`config.mk`:
```
export PLATFORM = sky130hd
export DESIGN_NAME = trial_division_prime_test_unit
export DESIGN_NICKNAME = d
export VERILOG_FILES = /design/src/hw/rtl/tdpt_pkg.sv /design/src/hw/rtl/trial_division_prime_test_unit.sv
export SDC_FILE = /design/constraint.sdc
export NUM_CORES = 1
export LEC_CHECK = 0
export BUFFER_PORTS_ARGS = -buffer_cell sky130_fd_sc_hd__buf_2
export CORE_MARGIN = 4
export CORE_UTILIZATION = 60
export CTS_CLUSTER_DIAMETER = 60
export DETAILED_ROUTE_END_ITERATION = 16
export PLACE_DENSITY_LB_ADDON = 0.12
export SLEW_MARGIN = 20
export SYNTH_ARGS = -nofsm -noshare
export SYNTH_HDL_FRONTEND = slang
export SYNTH_SLANG_ARGS = --single-unit
```
`constraint.sdc`:
```
create_clock -name clock -period 8.6 [get_ports clock]
set_input_delay 0.86 -clock clock [delete_from_list [all_inputs] [get_ports clock]]
set_output_delay 0.86 -clock clock [all_outputs]
set_load 0.01 [all_outputs]
```
`src/hw/rtl/tdpt_pkg.sv`:
```
// Shared types and constants for the trial-division prime test unit.
// No dependencies; imported by the top level and its checker.
`default_nettype none

package tdpt_pkg;

   // Result field widths and the packed response word
   localparam int unsigned COUNT_BITS    = 16;
   localparam int unsigned RSP_DATA_BITS = ((COUNT_BITS + 1 + 7) / 8) * 8;
   localparam logic [COUNT_BITS-1:0] COUNT_MAX = '1;

   // Smallest prime, first trial divisor
   localparam int unsigned FIRST_DIVISOR = 2;

   // Request command codes
   localparam logic CMD_TEST  = 1'b0;
   localparam logic CMD_COUNT = 1'b1;

   // Sequencer states
   typedef enum logic [2:0] {
      ST_IDLE,
      ST_SETUP,
      ST_CHECK,
      ST_DIVIDE,
      ST_STEP,
      ST_RESULT,
      ST_FINISH
   } tdpt_state_type;

endpackage

`default_nettype wire

```
`src/hw/rtl/trial_division_prime_test_unit.sv`:
```
// Trial-division prime test and prime counter, top level.
// Depends on tdpt_pkg; holds a bit-serial remainder unit and its sequencer.
//
//   channel | direction | ports                          | contents
//   --------+-----------+--------------------------------+-----------------------------
//   req     | in        | req_tvalid/tready/tdata/tuser  | value, command
//   rsp     | out       | rsp_tvalid/tready/tdata        | is_prime, prime_count
//
// Each trial divisor takes one bound check, a pass of the restoring remainder unit over
// all VALUE_BITS dividend bits (one dividend bit per cycle), and one divisor step.
// A count runs the prime test for every k in 2..value and tallies the primes.
// One item is in work at a time; a finished result waits in the output register
// while the next item is taken. Reset (synchronous) clears the sequencer and rsp_tvalid.
`default_nettype none

module trial_division_prime_test_unit
   import tdpt_pkg::*;
#(
   parameter int VALUE_BITS = 16,
   localparam int ReqDataBits = ((VALUE_BITS + 7) / 8) * 8
) (
   input  wire logic                     clock,
   input  wire logic                     reset,
   input  wire logic                     req_tvalid,
   output      logic                     req_tready,
   input  wire logic [ReqDataBits-1:0]   req_tdata,   // [VALUE_BITS-1:0] value, rest zero
   input  wire logic                     req_tuser,   // [0] command
   output      logic                     rsp_tvalid,
   input  wire logic                     rsp_tready,
   output      logic [RSP_DATA_BITS-1:0] rsp_tdata    // [0] is_prime, [16:1] prime_count
);

   localparam int SqBits  = VALUE_BITS + 2;
   localparam int CntBits = $clog2(VALUE_BITS);

   tdpt_state_type state_ff, state_in;
   logic                  rsp_valid_ff, rsp_valid_in;

   logic                  mode_ff, mode_in;
   logic [VALUE_BITS-1:0] target_ff, target_in;
   logic [VALUE_BITS-1:0] k_ff, k_in;
   logic [VALUE_BITS-1:0] div_ff, div_in;
   logic [SqBits-1:0]     sq_ff, sq_in;
   logic [VALUE_BITS-1:0] shift_ff, shift_in;
   logic [VALUE_BITS-1:0] rem_ff, rem_in;
   logic [CntBits-1:0]    bit_cnt_ff, bit_cnt_in;
   logic                  prime_ff, prime_in;
   logic [COUNT_BITS-1:0] count_ff, count_in;
   logic                  rsp_prime_ff, rsp_prime_in;
   logic [COUNT_BITS-1:0] rsp_count_ff, rsp_count_in;

   logic [VALUE_BITS:0]   rem_shift;
   logic [VALUE_BITS:0]   rem_diff;

   // One restoring remainder step: bring down the next dividend bit, subtract if it fits
   assign rem_shift = {rem_ff, shift_ff[VALUE_BITS-1]};
   assign rem_diff  = rem_shift - {1'b0, div_ff};

   // Sequencer: next state and datapath controls
   always_comb begin
      state_in     = state_ff;
      rsp_valid_in = rsp_valid_ff;
      mode_in      = mode_ff;
      target_in    = target_ff;
      k_in         = k_ff;
      div_in       = div_ff;
      sq_in        = sq_ff;
      shift_in     = shift_ff;
      rem_in       = rem_ff;
      bit_cnt_in   = bit_cnt_ff;
      prime_in     = prime_ff;
      count_in     = count_ff;
      rsp_prime_in = rsp_prime_ff;
      rsp_count_in = rsp_count_ff;
      req_tready   = 1'b0;

      // Drop the result once the transfer completes
      if (rsp_valid_ff && rsp_tready) begin
         rsp_valid_in = 1'b0;
      end

      case (state_ff)
         ST_IDLE: begin
            req_tready = 1'b1;
            if (req_tvalid) begin
               mode_in   = req_tuser;
               target_in = req_tdata[VALUE_BITS-1:0];
               count_in  = '0;
               if (req_tuser == CMD_COUNT) begin
                  k_in = VALUE_BITS'(FIRST_DIVISOR);
                  if (req_tdata[VALUE_BITS-1:0] < VALUE_BITS'(FIRST_DIVISOR)) begin
                     prime_in = 1'b0;
                     state_in = ST_FINISH;
                  end else begin
                     state_in = ST_SETUP;
                  end
               end else begin
                  k_in     = req_tdata[VALUE_BITS-1:0];
                  state_in = ST_SETUP;
               end
            end
         end

         // Start a test of k with divisor 2
         ST_SETUP: begin
            div_in = VALUE_BITS'(FIRST_DIVISOR);
            sq_in  = SqBits'(FIRST_DIVISOR * FIRST_DIVISOR);
            if (k_ff < VALUE_BITS'(FIRST_DIVISOR)) begin
               prime_in = 1'b0;
               state_in = ST_RESULT;
            end else begin
               state_in = ST_CHECK;
            end
         end

         // Stop once divisor squared exceeds k, else start a remainder pass
         ST_CHECK: begin
            if (sq_ff > SqBits'(k_ff)) begin
               prime_in = 1'b1;
               state_in = ST_RESULT;
            end else begin
               shift_in   = k_ff;
               rem_in     = '0;
               bit_cnt_in = CntBits'(VALUE_BITS - 1);
               state_in   = ST_DIVIDE;
            end
         end

         // Shift one dividend bit per cycle through the remainder
         ST_DIVIDE: begin
            shift_in = {shift_ff[VALUE_BITS-2:0], 1'b0};
            if (rem_diff[VALUE_BITS]) begin
               rem_in = rem_shift[VALUE_BITS-1:0];
            end else begin
               rem_in = rem_diff[VALUE_BITS-1:0];
            end
            bit_cnt_in = bit_cnt_ff - 1'b1;
            if (bit_cnt_ff == '0) begin
               state_in = ST_STEP;
            end
         end

         // Exact division means composite; otherwise advance divisor and its square
         ST_STEP: begin
            if (rem_ff == '0) begin
               prime_in = 1'b0;
               state_in = ST_RESULT;
            end else begin
               div_in   = div_ff + 1'b1;
               sq_in    = sq_ff + SqBits'({div_ff, 1'b1});
               state_in = ST_CHECK;
            end
         end

         // Tally a prime under counting, then move to the next k or finish
         ST_RESULT: begin
            if (mode_ff == CMD_COUNT && prime_ff && count_ff != COUNT_MAX) begin
               count_in = count_ff + 1'b1;
            end
            if (mode_ff == CMD_TEST || k_ff == target_ff) begin
               state_in = ST_FINISH;
            end else begin
               k_in     = k_ff + 1'b1;
               state_in = ST_SETUP;
            end
         end

         // Hold until the output register is free
         ST_FINISH: begin
            if (!rsp_valid_ff || rsp_tready) begin
               rsp_valid_in = 1'b1;
               rsp_prime_in = prime_ff;
               rsp_count_in = count_ff;
               state_in     = ST_IDLE;
            end
         end

         default: begin
            state_in = ST_IDLE;
         end
      endcase
   end

   // Control registers
   always_ff @(posedge clock) begin
      if (reset) begin
         state_ff     <= ST_IDLE;
         rsp_valid_ff <= 1'b0;
      end else begin
         state_ff     <= state_in;
         rsp_valid_ff <= rsp_valid_in;
      end
   end

   // Datapath registers
   always_ff @(posedge clock) begin
      mode_ff      <= mode_in;
      target_ff    <= target_in;
      k_ff         <= k_in;
      div_ff       <= div_in;
      sq_ff        <= sq_in;
      shift_ff     <= shift_in;
      rem_ff       <= rem_in;
      bit_cnt_ff   <= bit_cnt_in;
      prime_ff     <= prime_in;
      count_ff     <= count_in;
      rsp_prime_ff <= rsp_prime_in;
      rsp_count_ff <= rsp_count_in;
   end

   assign rsp_tvalid = rsp_valid_ff;
   assign rsp_tdata  = {(RSP_DATA_BITS - COUNT_BITS - 1)'(0), rsp_count_ff, rsp_prime_ff};

endmodule

`default_nettype wire

```
==> results.cfg <==
[timing]
clock_skew_ns = 0.008727
tightest_slew_ns = 0.7327
period_share = 0.3778
fin_crit_ns = 3.249
drv_slew = 0
setup_viol = 0
tns_ns = 0
hold_viol_final = 0
grt_setup_unrepaired = false
maxClockFrequency_mhz = 307.8
slew-limit-headroom = 0.5104

[floorplanning]
rows = 43
die_h_um = 126.5
die_area_um2 = 15990
die_w_um = 126.5
io_pins = 47
core_um2 = 13830
start_util = 0.6089

[final_layout]
nets = 916
num_antenna_cells = 0
stdcell_count = 1034
areaGrowthSynthToFinish_pct = 11.64
layout-drive-gt1-share = 0.1136

[critical_path]
r2r_end = shift_ff[7]
worstPathMaxFanout = 32
critPathKind = reg -> reg
rr_startpoint = k_ff[11]
end_kind = flip-flop
r2r_slack_ns = 5.35
arrival_ns = 3.33
critPathLaunch = k_ff[11]
endpoint = shift_ff[7]
startpoint_type = flip-flop
cp.required_ns = 8.69
r2r_cells = 11

[status]
status = finished, final reports clean

[clock_network]
cts_hold_repair.buffers = 0
cts_made_buffers = 17
clkSlewWorstSetupHoldPaths_ns = 0.06
worstSkewPairLatency_ns = 0.44
post_cts_buffers = 0
post_cts_resized = 0
clock_tree.root_cell = clkbuf_16
clockBufferDepth = 2
cts_tree = done
htree_levels = 4
cts.sinks = 141

[route]
viasPerCell = 6.035
num_vias = 6240
initialDrtViolationCount = 628
wire_per_inst_um = 17.98
ant_nets = 0
drt-total-wl_mm = 18.60
drcViolationCount = 0
dr.pass1.iters = 5

[placement]
routabilityCongestion = 0.9211
placedCellCount = 1001
hpwlAfterDp_mm = 13.28
io_buffers = 39

[logic_synthesis]
async_reset_ff_frac = 0
synth_edf_count = 137
synth_top_area_cell = edfxtp_1
ys_seq_area_frac = 0.4981
synth-main-ff-cell = edfxtp_1
yosys_warnings = 0
syn-cell-area_um2 = 8419
synth_common_cells = 137 x edfxtp_1, 78 x nor2_1, 58 x nand2_1
synth_top_area_share = 0.4886
synth.ff_latch_count = 141
netlist_instances = 798
ys_types = 62
syn_avg_cell_area_um2 = 10.55
synthTopCellsByArea = edfxtp_1 49%, ha_1 7.7%, xnor2_1 4.1%, nor2_1 3.5%, o21ai_0 3.4%
yosysMostFrequentCell = edfxtp_1

[power]
ir_drop_v = 0.0001588
powerDensity_nw_per_um2 = 245.1
leakagePower_nw = 3.549

[flow_run]
drv_cap = 0

[global_routing]
grt_max_degree = 35
grt.overflow.total = 0
track_usage = 0.2386
grt_pass1_wl_mm = 30.30
grt_pass1_vias = 6196
antenna_found_initial = 0

[worst_hold_path]
hp-class = reg -> reg
[cell usage in the layout (no fill, tap or decap), types with 3 or more instances in the layout]
cell type and instances:
a21o_1 10, a21oi_1 40, a31o_2 3, and2_1 5
and3_1 10, buf_2 39, buf_4 5, clkbuf_16 17
clkinv_2 3, conb_1 7, dfxtp_1 4, edfxtp_1 137
ha_1 52, inv_1 53, inv_6 4, mux2i_1 13
nand2_1 58, nand2b_1 8, nand3_1 25, nand3b_1 19
nand4_1 14, nor2_1 77, nor2b_1 6, nor3_1 16
nor4_1 18, o211ai_1 3, o21a_1 10, o21ai_0 57
or2_2 4, or3_1 13, xnor2_1 39, xor2_1 30
[critical path, stage by stage, from the launching register on]
cell and delay (ns):
edfxtp_1 0.43, inv_1 0.11, ha_1 0.32, a21o_1 0.16, a21o_1 0.17, a21oi_1 0.14, o21ai_0 0.11, a211o_1 0.29
o21ai_0 0.41, nand2_1 0.11, nand2_1 0.19, buf_4 0.44
[stage by stage]
stage / util / setup WS (ns) / total power, W / hold WS, ns / instance area, um2
floorplan: - / 5.559 / 0.001414 / 0.4264 / 8442
global placement: 0.6346 / 5.497 / 0.001537 / 0.4380 / 8775
detailed placement: 0.6346 / 5.348 / 0.001560 / 0.4378 / 8775
CTS: 0.6773 / 5.317 / 0.002302 / 0.4619 / 9365
global route: 0.6798 / 5.077 / 0.002429 / 0.4794 / 9399
finish: 0.6798 / 5.351 / 0.002304 / 0.4630 / 9399
[metal layers]
layer | GRT usage | part of all wire
met4 | 0.07508 | 0.015
met1 | 0.3098 | 0.43
met2 | 0.3951 | 0.49
met5 | 0 | 0
met3 | 0.06147 | 0.061
[report_power, final]
group	switching (W)	total (W)	internal, W
sequential	0.0000856	0.000955	0.000869
clock	0.000296	0.000740	0.000444
combinational	0.000356	0.000609	0.000253
total	0.000738	0.00230	0.00157
[how the worst min path moves through the flow]
stage                      start               end  cells after the start
finish              count_ff[11]  rsp_count_ff[11]                      0
global route        count_ff[11]  rsp_count_ff[11]                      0
global placement        prime_ff      rsp_prime_ff                      0
CTS                     prime_ff      rsp_prime_ff                      0
detailed placement  count_ff[11]  rsp_count_ff[11]                      0
floorplan           count_ff[11]  rsp_count_ff[11]                      0
[logic make-up (layout without fill, tap and decap cells)]
group,Yosys count,count (layout),synth area share
flip-flops,141,141,0.4981
XOR/XNOR,69,69,0.07178
AO/OA/AOI/OAI,154,154,0.1164
AND/OR/NAND/NOR,285,285,0.1730
multiplexers,14,14,0.01813
other,1,7,0.0004454
adder cells (fa/ha/maj),54,54,0.08203
buffers and inverters,80,130,0.04012
[registers in the layout (all words and copies together), names as in the netlist]
| signal | cells |
|---|---|
| rsp_prime_ff | 1 |
| prime_ff | 1 |
| k_ff | 16 |
| shift_ff | 16 |
| bit_cnt_ff | 4 |
| rsp_tvalid | 1 |
| sq_ff | 18 |
| target_ff | 16 |
| div_ff | 16 |
| count_ff | 16 |
| rem_ff | 16 |
| rsp_count_ff | 16 |
| mode_ff | 1 |
| state_ff | 3 |
[area by class of cell]
cell class	count	area, um2
Clock inverter	12	133.9
Clock buffer	20	456.7
Inverter	53	198.9
Fill cell	1038	4428
Multi-Input combinational cell	583	3930
Timing Repair Buffer	45	260.3
Sequential cell	141	4194
Tap cell	180	225.2
Power figures use the tool's default switching activity.
